### src/hw/rtl/cpte_pkg.sv
package cpte_pkg;

  localparam int FRAC_BITS = 16;
  localparam int TW        = FRAC_BITS + 1;
  localparam int CW        = 32;
  localparam int WW        = 24;
  localparam int DW        = WW + 2;
  localparam int NW        = CW + WW + 2;
  localparam int XW        = NW + 1;
  localparam int QB        = CW + 1;
  localparam int DIFW      = CW + 1;
  localparam int WDW       = DIFW + WW + 1;
  localparam int WPW       = WDW - FRAC_BITS;
  localparam int AW        = WPW + 1;
  localparam int BCW       = WPW + 2;
  localparam int HW        = BCW + 3;
  localparam int GW        = HW + 3;
  localparam int TAW       = TW + 1 + AW;
  localparam int THW       = TW + 1 + HW;
  localparam int PBW       = CW + TW + 1;
  localparam int PWW       = CW + WW + 1;
  localparam int NREG      = 7;
  localparam int PAW       = $clog2(NREG * 4);

  localparam logic [TW-1:0] T_ONE = TW'(1) << FRAC_BITS;
  localparam logic [WW-1:0] WEIGHT_RESET = WW'(1) << FRAC_BITS;
  localparam logic signed [CW-1:0] S_MAX = {1'b0, {(CW-1){1'b1}}};
  localparam logic signed [CW-1:0] S_MIN = {1'b1, {(CW-1){1'b0}}};

  typedef enum logic [2:0] {
    REG_START_X,
    REG_START_Y,
    REG_CTRL_X,
    REG_CTRL_Y,
    REG_END_X,
    REG_END_Y,
    REG_CONIC_WEIGHT
  } reg_idx_t;

  typedef struct packed {
    logic [DW-1:0] rem;
    logic [QB-1:0] quo;
    logic          neg;
    logic          ovf;
  } div_lane_t;

  typedef struct packed {
    div_lane_t [1:0]         lane;
    logic      [DW-1:0]      den;
    logic      [1:0][CW-1:0] tan;
    logic                    tsat;
  } div_item_t;

  typedef struct packed {
    logic signed [CW-1:0] v;
    logic                 sat;
  } clip_t;

  function automatic clip_t clip_gw(input logic signed [GW-1:0] v);
    clip_t r;
    r.sat = !((&v[GW-1:CW-1]) || !(|v[GW-1:CW-1]));
    r.v   = r.sat ? (v[GW-1] ? S_MIN : S_MAX) : v[CW-1:0];
    return r;
  endfunction

  function automatic clip_t quo_clip(input logic [QB-1:0] q, input logic neg,
                                     input logic ovf);
    clip_t r;
    logic  big;
    big = ovf | q[QB-1];
    if (neg) begin
      r.sat = big | (q[CW-1] & (|q[CW-2:0]));
      r.v   = r.sat ? S_MIN : (~q[CW-1:0] + CW'(1));
    end else begin
      r.sat = big | q[CW-1];
      r.v   = r.sat ? S_MAX : q[CW-1:0];
    end
    return r;
  endfunction

endpackage

### src/hw/rtl/cpte_div_cell.sv
module cpte_div_cell import cpte_pkg::*; (
  input  logic      clk,
  input  logic      rst_n,
  input  logic      in_valid,
  output logic      in_ready,
  input  div_item_t in_item,
  output logic      out_valid,
  input  logic      out_ready,
  output div_item_t out_item
);

  logic      v_r;
  div_item_t item_r;
  div_item_t item_nxt;
  logic [DW:0] r2 [2];
  logic        ge [2];

  assign in_ready  = !v_r || out_ready;
  assign out_valid = v_r;
  assign out_item  = item_r;

  always_comb begin
    item_nxt = in_item;
    for (int k = 0; k < 2; k++) begin
      r2[k] = {in_item.lane[k].rem, in_item.lane[k].quo[QB-1]};
      ge[k] = r2[k] >= {1'b0, in_item.den};
      item_nxt.lane[k].rem = ge[k] ? DW'(r2[k] - {1'b0, in_item.den}) : DW'(r2[k]);
      item_nxt.lane[k].quo = {in_item.lane[k].quo[QB-2:0], ge[k]};
    end
  end

  always_ff @(posedge clk) begin
    if (!rst_n) begin
      v_r <= 1'b0;
    end else if (in_ready) begin
      v_r <= in_valid;
    end
  end

  always_ff @(posedge clk) begin
    if (in_ready) begin
      item_r <= item_nxt;
    end
  end

  a_rem_below_den: assert property (@(posedge clk) disable iff (!rst_n)
    v_r && !item_r.lane[0].ovf |-> item_r.lane[0].rem < item_r.den)
    else $error("partial remainder not below divisor");

endmodule

### config.mk
export PLATFORM = sky130hd
export DESIGN_NAME = cpte_div_cell
export DESIGN_NICKNAME = d
export VERILOG_FILES = /design/src/hw/rtl/cpte_pkg.sv /design/src/hw/rtl/cpte_div_cell.sv
export SDC_FILE = /design/constraint.sdc
export NUM_CORES = 1
export LEC_CHECK = 0
export ABC_AREA = 1
export BUFFER_PORTS_ARGS = -buffer_cell sky130_fd_sc_hd__buf_4
export CAP_MARGIN = 20
export CORE_MARGIN = 5
export CORE_UTILIZATION = 45
export DETAILED_ROUTE_END_ITERATION = 10
export PLACE_DENSITY_LB_ADDON = 0.08
export RECOVER_POWER = 25
export SKIP_LAST_GASP = 1
export SLEW_MARGIN = 5
export SYNTH_ARGS = -nofsm -noshare
export SYNTH_HDL_FRONTEND = slang
export SYNTH_SLANG_ARGS = --single-unit
### constraint.sdc
create_clock -name clk -period 5.3 [get_ports clk]
set_input_delay 0.265 -clock clk [delete_from_list [all_inputs] [get_ports clk]]
set_output_delay 0.265 -clock clk [all_outputs]
set_load 0.005 [all_outputs]
; After elaboration in Yosys (flattened, before gate mapping)
; Cells that the tools add are included.
[word_totals]
regBits = 214
latchBits = 0
ram_bits = 0
mem_bits_ro = 0
input_bits = 217
out_inout_bits = 215
wordCells = 21
n_memories = 0
[op_classes]
n_addsub = 2
mul = 0
n_div = 0
magnitude_cmp = 2
n_eq_ne = 0
shift = 0
mux = 2
n_bitwise = 0
n_reduce_logical = 2
[ops]
columns = cell, count
row1 = $ge A27 B26 Y1, 2
row2 = $mux W26, 2
row3 = $sub A26 B26 Y26, 2
row4 = $logic_not A1 Y1, 1
row5 = $logic_or A1 B1 Y1, 1

; Logic depth before layout (Yosys ltp)
; Gate-level depths: netlist of run 1.
[logic_depth]
word_depth = 2
mapped_depth = 15
mapped_depth_nobuf = 15

; Worst setup path after synthesis of run 1
; No wires, ideal clock.
[synth_path]
path_kind = input to register
from = input out_ready
to = register v_r, in the netlist out_valid
setup_ns = 0.398
t_arrival_ns = 5.143
slack_ns = -0.241
path_stages = 3
n_path_buf = 0
cell_sequence = inv_1 -> nand2_1 -> a21boi_0
[synth_via]
elab_chain_len = 1
[synth_lines]
columns = item, line_no
row1 = start: declaration, cpte_div_cell.sv:8  ; input logic out_ready,
row2 = $logic_or A1 B1 Y1, cpte_div_cell.sv:18  ; assign in_ready = !v_r || out_ready;
row3 = named net in_ready, cpte_div_cell.sv:5  ; output logic in_ready,
row4 = end signal: assignment, cpte_div_cell.sv:36  ; v_r <= in_valid;
row5 = end: declaration, cpte_div_cell.sv:12  ; logic v_r;
; The timed path passes the listed nets, and every way through them passes these cells.
; A chain may end at the register's enable or synchronous reset.

==> results_dict.tcl, run 1 <==
set metrics [dict create \
    slew_headroom_pct 39.5 \
    skew_ns 0.0135 \
    async_reset_ff_share_pct 0 \
    start_util_pct 45.9 \
    die_area_sq_mm 0.0282 \
    cts_tree "done" \
    antenna_found_initial 2 \
    final.min_clock_period_ns 3.43 \
    status "complete, no violations" \
    yosysUniqueCellTypes 36 \
    slew_viol_final 0 \
    ctsResizeCount 0 \
    die_x_um 168 \
    grtUsageTotal_pct 28.7 \
    yosysWarnings 0 \
    drt_pass1_iterations 5 \
    hold_viol 0 \
    clock_latency_ns 0.52 \
    routedWlPerCell_um 19.6 \
    dpl.cell_count 1948 \
    tightest_slew_ns 0.907 \
    drv_cap 0 \
    power.leakage_nw 8.56 \
    clk_pin_slew_ns 0.06 \
    synth_nets 1475 \
    use_met1_pct 35.5 \
    remaining_drc_errors 0 \
    fin_nets 2080 \
    setup_viol 0 \
    grt_start_max_net_pins 112 \
    grt_pass1_vias 10500 \
    whs_path_depth 3 \
    grt_pass1_wl_um 62500 \
    rows 57 \
    setup_tns_ns 0 \
    synthCells 1204 \
    drt-initial-drc-count 775 \
    power_density_mw_per_mm2 293 \
    nFillCells 1838 \
    grt_use_met2_pct 49.2 \
    final_cells 2152 \
    io-pin-count 432 \
    grt_setup_unrepaired "no" \
    coreArea_sq_mm 0.0245 \
    r2r_cells 2 \
    ys_ff_latch 214 \
    area_growth_syn_to_layout_pct 53.1 \
    cts_made_buffers 24 \
    cts.sinks 214 \
    cts.path.max_buffers 3 \
    portBuffers 431 \
    period_share_pct 64.7 \
    worstSetupPathType "primary input to flip-flop" \
    synth-main-ff-cell "edfxtp_1" \
    crit_fanout 40 \
    netlist_area_sq_mm 0.0112 \
    vdd_drop_max_v 0.000254 \
    root_buffer "clkbuf_16" \
    overflow 0 \
    totalWireLength_um 42300 \
    vias_per_cell 4.85 \
    hold_path_class "primary input to flip-flop" \
    grtUsageMet3_pct 6.33 \
    place.gp.congestion 0.935 \
    required_ns 5.55 \
    dr_total_vias 10400 \
    fmax_mhz 292 \
    place_hpwl_um 31500 \
    drt.antenna.violating_nets 0 \
    busiest_layer "met2" \
    end_kind "flip-flop" \
    synth-edff-count 213 \
    die_h_um 168 \
    syn_avg_cell_area_sq_um 9.32 \
    drive_gt1_share_pct 26.8 \
    worstPathArrival_ns 3.68 \
    htree_levels 1 \
    start_kind "primary input" \
    yosysSeqAreaShare_pct 57.1 \
]
[where the power goes]
part | switching (mW) | total [mW] | internal, mW
sequential | 0.0631 | 2.13 | 2.06
clock | 0.686 | 1.79 | 1.10
combinational | 0.581 | 1.12 | 0.535
[critical path, stage by stage]
cell and delay, ns:
dlygate4sd3_1 0.52, clkbuf_1 0.19, inv_1 0.11, ha_1 0.37
nand2_1 0.13, inv_1 0.05, nand2_1 0.05, nand2_1 0.06
nand2_1 0.06, nand2_1 0.08, a21oi_2 0.53, nand3_2 0.83
nand3_1 0.32, nand2_1 0.08
[through the flow]
stage | hold WS, ns | setup WS (ns) | cell area, sq um | util, % | total power, mW
2_1_floorplan | 0.364 | 1.91 | 11200 | - | 2.61
3_3_place_gp | 0.443 | 2.00 | 14800 | 60.5 | 3.16
3_5_place_dp | 0.444 | 1.99 | 14800 | 60.5 | 3.17
4_1_cts | 0.00952 | 1.93 | 17200 | 70.5 | 5.06
5_1_grt | 0.0290 | 1.59 | 17200 | 70.3 | 5.26
6_report | 0.0228 | 1.87 | 17200 | 70.3 | 5.03
[path summary, 6_finish.rpt]
kind                            slack (ns)             to         from
worst min register to register        1.28  out_item[138]    out_valid
worst min-delay path                  0.02      out_valid     in_valid
worst max-delay path                  1.87  out_item[151]  in_item[79]
worst max register to register        3.17    out_item[0]    out_valid
[sequential cells by signal, indices dropped and copies added (netlist names)]
register,cells
out_valid,1
out_item,213
[layout by cell type, fill, tap and decap left out, types with 3 or more instances in the layout]
cell           count
clkbuf_4         143
nor2_1            63
edfxtp_1         213
clkinv_2           8
buf_4            274
clkbuf_1          18
nand2_2            4
inv_1            232
clkinv_1           3
nand3_1           51
nand2_1          408
nor2_2             6
clkbuf_16         25
nand3b_1          10
nand3_2            9
ha_1              52
nor3_1             3
xor2_1            25
nand4_1           38
o21ai_0           18
inv_2              4
bufinv_16          5
dlygate4sd3_1    159
o21ai_1           10
a21oi_1           23
[logic make-up after synthesis]
kind of cell,Yosys count,synth area share (%)
AO/OA/AOI/OAI,56,2.70
XOR/XNOR,26,2.03
adder cells (fa/ha/maj),54,6.15
buffers and inverters,251,8.85
flip-flops,214,57.1
AND/OR/NAND/NOR,603,23.1
[layer usage]
metal,vias to the layer above,part of all wire [%]
li1,5102,-
met1,4797,40
met2,464,48
met3,81,7.7
met4,0,4.5
met5,-,0
[area by class of cell]
type | count | area (sq um) | area share, %
Antenna cell | 1 | 2.50 | 0.0146
Inverter | 237 | 890 | 5.18
Tap cell | 324 | 405 | 2.36
Sequential cell | 214 | 6420 | 37.3
Multi-Input combinational cell | 739 | 3830 | 22.3
Clock inverter | 18 | 224 | 1.30
Clock buffer | 26 | 629 | 3.66
Timing Repair Buffer | 593 | 4790 | 27.8
[synth_stat cells, types with 2 or more instances]
library cell | number | share of area (%)
o21bai_1 | 2 | 0.13
nand3_2 | 9 | 0.80
nor2_2 | 6 | 0.33
buf_6 | 5 | 0.50
nand2_2 | 4 | 0.22
o21ai_0 | 18 | 0.80
nand3b_1 | 10 | 0.67
or2_1 | 2 | 0.11
nor3_1 | 3 | 0.13
nor2_1 | 63 | 2.1
fa_1 | 2 | 0.36
edfxtp_1 | 213 | 57
xor2_1 | 25 | 2.0
nor4_1 | 2 | 0.11
a21oi_1 | 23 | 1.0
buf_2 | 2 | 0.089
inv_1 | 232 | 7.8
clkbuf_1 | 6 | 0.20
nand3_1 | 51 | 2.3
ha_1 | 52 | 5.8
o21ai_1 | 10 | 0.45
or2_2 | 2 | 0.11
nand2_1 | 409 | 14
nand4_1 | 38 | 2.1
inv_2 | 4 | 0.13
[repair_timing]
item                      4_1_cts  5_1_grt
setup buffers                   0        0
hold endpoints to repair      159        0
hold buffers                  159        0
No activity file was read; power rests on OpenSTA's default activity.
==> run 2: changes to the inputs <==
Clock period 5.3 ns to 3 ns, I/O delays scaled along.
==> run 2 against run 1 <==
Combinational power increased by 83%. Via count rose by 2.9%. Largest cell class unchanged. Non-clock buffer count increased by 50. Largest power group unchanged. Critical endpoint is now out_item[130]. Critical path type unchanged.
==> results_dict.tcl, run 2 (same netlist as run 1, synthesis figures left out) <==
set metrics [dict create \
    drt_pass1_iterations 7 \
    clk_pin_slew_ns 0.06 \
    fmax_mhz 373 \
    mostFrequentLayoutCell "nand2_1" \
    power.leakage_nw 8.73 \
    place.gp.congestion 0.944 \
    multiInputGateArea_sq_mm 0.00383 \
    totalWireLength_um 44200 \
    grt_pass1_wl_um 65200 \
    clock_latency_ns 0.53 \
    cts_tree "done" \
    io-pin-count 432 \
    required_ns 3.25 \
    grt_setup_unrepaired "no" \
    dpl_worst_slack_ns 0.527 \
    grtUsageTotal_pct 30.1 \
    p_seq_share_pct 43.0 \
    power_density_mw_per_mm2 497 \
    layout_setup_ws_ns 0.322 \
    drt-initial-drc-count 722 \
    placed_area_sq_mm 0.0149 \
    coreArea_sq_mm 0.0245 \
    worstSetupPathType "primary input to flip-flop" \
    intPower_mw 6.40 \
    sw_frac_of_total_pct 26.9 \
    final.min_clock_period_ns 2.68 \
    switchingPower_mw 2.36 \
    place_hpwl_um 33400 \
    drv_cap 0 \
    postCtsSetupBuffers 0 \
    die_x_um 168 \
    die_h_um 168 \
    dr_total_vias 10700 \
    drt.antenna.violating_nets 0 \
    fin_nets 2130 \
    worstPathArrival_ns 2.93 \
    overflow 0 \
    end_kind "flip-flop" \
    remaining_drc_errors 0 \
    post-route-util_pct 72.0 \
    setup_tns_ns 0 \
    vias_per_cell 4.88 \
    vdd_drop_max_v 0.000527 \
    die_area_sq_mm 0.0282 \
    start_util_pct 45.9 \
    period_share_pct 89.3 \
    rows 57 \
    drive_gt1_share_pct 26.2 \
    p_clk_share_pct 33.6 \
    skew_ns 0.0260 \
    area_growth_syn_to_layout_pct 56.9 \
    start_kind "primary input" \
    slew_viol_final 0 \
    status "complete, no violations" \
    cts.sinks 214 \
    cts.path.max_buffers 3 \
    hold_viol 0 \
    crit_fanout 23 \
    total_power_mw 8.76 \
    portBuffers 431 \
    tightest_slew_ns 0.725 \
    grt_start_max_net_pins 93 \
    routedWlPerCell_um 20.1 \
    seq_area_sq_mm 0.00642 \
    design_area_sq_mm 0.0176 \
    nFillCells 1789 \
    cts_made_buffers 24 \
    slew_headroom_pct 51.7 \
    reg2reg_setup_slack_ns 1.18 \
    grt_pass1_vias 10700 \
    htree_levels 1 \
    final_cell_mix "408 x nand2_1, 282 x buf_4, 232 x inv_1, 213 x edfxtp_1, 199 x dlygate4sd3_1" \
    antenna_found_initial 1 \
    hold_path_class "primary input to flip-flop" \
    largest_reg_flops 213 \
    root_buffer "clkbuf_16" \
    setup_viol 0 \
    combPwrFrac_pct 23.4 \
]
run 2: cell count changes in the layout (fill, tap and decap cells not counted), sizes merged:
cell	previous run	this run
buf	274	284
bufinv	5	3
clkbuf	186	193
clkinv	13	7
clkinvlp	0	1
dlygate4sd3	159	199
inv	237	236
run 2: final timing paths:
kind | start | endpoint | depth (start not counted)
worst min-delay path | in_item[149] | out_item[150] | 3
worst max-delay path | in_item[71] | out_item[130] | 12
worst min register to register | out_valid | out_item[122] | 1
worst max register to register | out_valid | out_valid | 3
run 2: per-layer routing:
| metal | part of all wire, % | up-vias | track usage [%] |
|---|---|---|---|
| met5 | 0 | - | 0 |
| met4 | 4.2 | 0 | 11.0 |
| met3 | 6.5 | 85 | 4.95 |
| met2 | 49 | 450 | 52.0 |
| met1 | 41 | 5003 | 38.2 |
| li1 | - | 5204 | - |
run 2: repair_timing:
item                      CTS  global route
hold endpoints to repair  197             1
gates resized for setup     0             0
hold buffers              198             1
run 2: power groups by stage:
stage	Combinational [mW]	Sequential [mW]	Clock, mW
final	2.05	3.77	2.94
after global placement	1.81	3.81	0
after floorplan	0.776	3.83	0
after global routing	2.23	3.79	3.14
after CTS	2.06	3.76	2.97
after detailed placement	1.83	3.81	0
run 2: metrics by stage:
stage               std cells  hold WS (ns)
floorplan                1204         0.249
global route             2201        0.0246
detailed placement       1958         0.329
global placement         1958         0.328
finish                   2201        0.0225
CTS                      2199       0.00397
run 2: cell type report:
type | instances | share of cell area [%]
multi-input cells | 739 | 21.8
flip-flops and latches | 214 | 36.4
clock inverters | 10 | 0.774
repair buffers | 643 | 30.0
inverters | 237 | 5.05
diodes | 1 | 0.0142
clock buffers | 33 | 3.66
well taps | 324 | 2.30
run 2: critical path: stages:
cell,delay [ns]
dlygate4sd3_1,0.53
clkbuf_1,0.15
inv_1,0.12
ha_1,0.37
nand2_1,0.11
nor2_1,0.22
inv_1,0.07
nor3_1,0.48
nand4_2,0.20
nand3_2,0.14
buf_4,0.27
o21ai_1,0.10
==> run 3: changes to the inputs <==
Settings changed: MAX_ROUTING_LAYER set to met4.
==> run 3 against run 2 <==
Sequential cell count stayed put. Largest power group unchanged. Clock power about the same. Via count increased by 0.38%.
==> results_dict.tcl, run 3 (same netlist as run 1, synthesis figures left out) <==
set metrics [dict create \
    place_hpwl_um 33100 \
    final.min_clock_period_ns 2.60 \
    cp_cell_sequence "dlygate4sd3_1 > clkbuf_4 > inv_1 > ha_1 > nand2_1 > nor2_1 > inv_1 > nor3_1 > nand4_2 > nand3_2 > buf_4 > o21ai_1" \
    die_x_um 168 \
    htree_levels 1 \
    clk_pin_slew_ns 0.06 \
    crit_top_cell "inv_1" \
    dr_total_vias 10800 \
    drt.antenna.violating_nets 0 \
    totalWireLength_um 43700 \
    portBuffers 431 \
    start_util_pct 45.9 \
    cts_tree "done" \
    required_ns 3.24 \
    start_kind "primary input" \
    vdd_drop_max_v 0.000549 \
    reg2reg_setup_slack_ns 0.91 \
    die_h_um 168 \
    power.leakage_nw 8.74 \
    grt_pass1_vias 10600 \
    ctsHoldBuffers 197 \
    rows 57 \
    grtUsageTotal_pct 30.7 \
    worstSetupPathType "primary input to flip-flop" \
    drt-initial-drc-count 821 \
    mostFrequentLayoutCell "nand2_1" \
    place.gp.congestion 0.955 \
    fin_nets 2128 \
    cts.sinks 214 \
    cp_top_family "buffers and inverters" \
    nFillCells 1832 \
    status "complete, no violations" \
    grt_start_max_net_pins 84 \
    end_kind "flip-flop" \
    io-pin-count 432 \
    hold_path_class "primary input to flip-flop" \
    drt_pass1_iterations 5 \
    clock_latency_ns 0.52 \
    fmax_mhz 384 \
    post-route-util_pct 72.0 \
    grt_pass1_wl_um 64600 \
    area_growth_syn_to_layout_pct 56.9 \
    setup_tns_ns 0 \
    postCtsSetupBuffers 0 \
    cts_made_buffers 24 \
    antenna_found_initial 4 \
    root_buffer "clkbuf_16" \
    overflow 0 \
    placed_area_sq_mm 0.0149 \
    hold_viol 0 \
    slew_headroom_pct 53.5 \
    critPathSlowestCell "dlygate4sd3_1" \
    cts.path.max_buffers 3 \
    routedWlPerCell_um 19.8 \
    remaining_drc_errors 0 \
    tightest_slew_ns 0.697 \
    coreArea_sq_mm 0.0245 \
    drive_gt1_share_pct 26.3 \
    drv_cap 0 \
    setup_viol 0 \
    period_share_pct 86.7 \
    largest_reg_flops 213 \
    die_area_sq_mm 0.0282 \
    cp_num_buf_inv 5 \
    max_stage_delay_ns 0.54 \
    power_density_mw_per_mm2 497 \
    design_area_sq_mm 0.0176 \
    worstPathArrival_ns 2.85 \
    slew_viol_final 0 \
    ctsResizeCount 0 \
    final_cell_mix "408 x nand2_1, 282 x buf_4, 232 x inv_1, 213 x edfxtp_1, 197 x dlygate4sd3_1" \
    vias_per_cell 4.90 \
    skew_ns 0.0163 \
    crit_fanout 23 \
    grt_setup_unrepaired "no" \
]
==> run 3: final timing paths <==
kind	cells after the start	to	from
worst max register to register	4	out_valid	out_valid
worst min register to register	1	out_item[71]	out_valid
worst max-delay path	12	out_item[126]	in_item[71]
worst min-delay path	3	out_item[198]	in_item[197]
==> run 3: power by group <==
part | switching [mW] | internal [mW]
combinational | 1.05 | 0.992
sequential | 0.123 | 3.65
clock | 1.17 | 1.77
total | 2.34 | 6.41
==> run 3: tightest hold or removal path: cells and delay by family <==
kind                   cells  cell delay [ns]
AO/OA/AOI/OAI              1             0.14
buffers and inverters      2             0.13
==> run 3: stage by stage <==
step           std cells  power (mW)  setup WS [ns]  hold slack, ns
2_1_floorplan       1204        4.60          0.789           0.249
3_3_place_gp        1958        5.62          0.527           0.328
3_5_place_dp        1958        5.63          0.481           0.329
4_1_cts             2197        8.81          0.455        0.000899
5_1_grt             2201        9.17          0.274         0.00893
6_report            2202        8.75          0.398          0.0147
==> run 3: layout make-up <==
| cell class | count | area, sq um | share of cell area (%) |
|---|---|---|---|
| Timing Repair Buffer | 641 | 5270 | 29.9 |
| Clock buffer | 29 | 641 | 3.64 |
| Multi-Input combinational cell | 739 | 3830 | 21.8 |
| Sequential cell | 214 | 6420 | 36.4 |
| Inverter | 237 | 890 | 5.05 |
| Antenna cell | 5 | 12.5 | 0.0710 |
| Clock inverter | 13 | 141 | 0.803 |
| Tap cell | 324 | 405 | 2.30 |
==> run 3: per-layer routing <==
metal,vias to the layer above,wire [um],GRT usage (%)
met3,67,2780,5.11
met4,0,1710,10.4
met1,5056,18200,39.2
li1,5199,-,-
met5,-,0,-
met2,461,20900,50.1
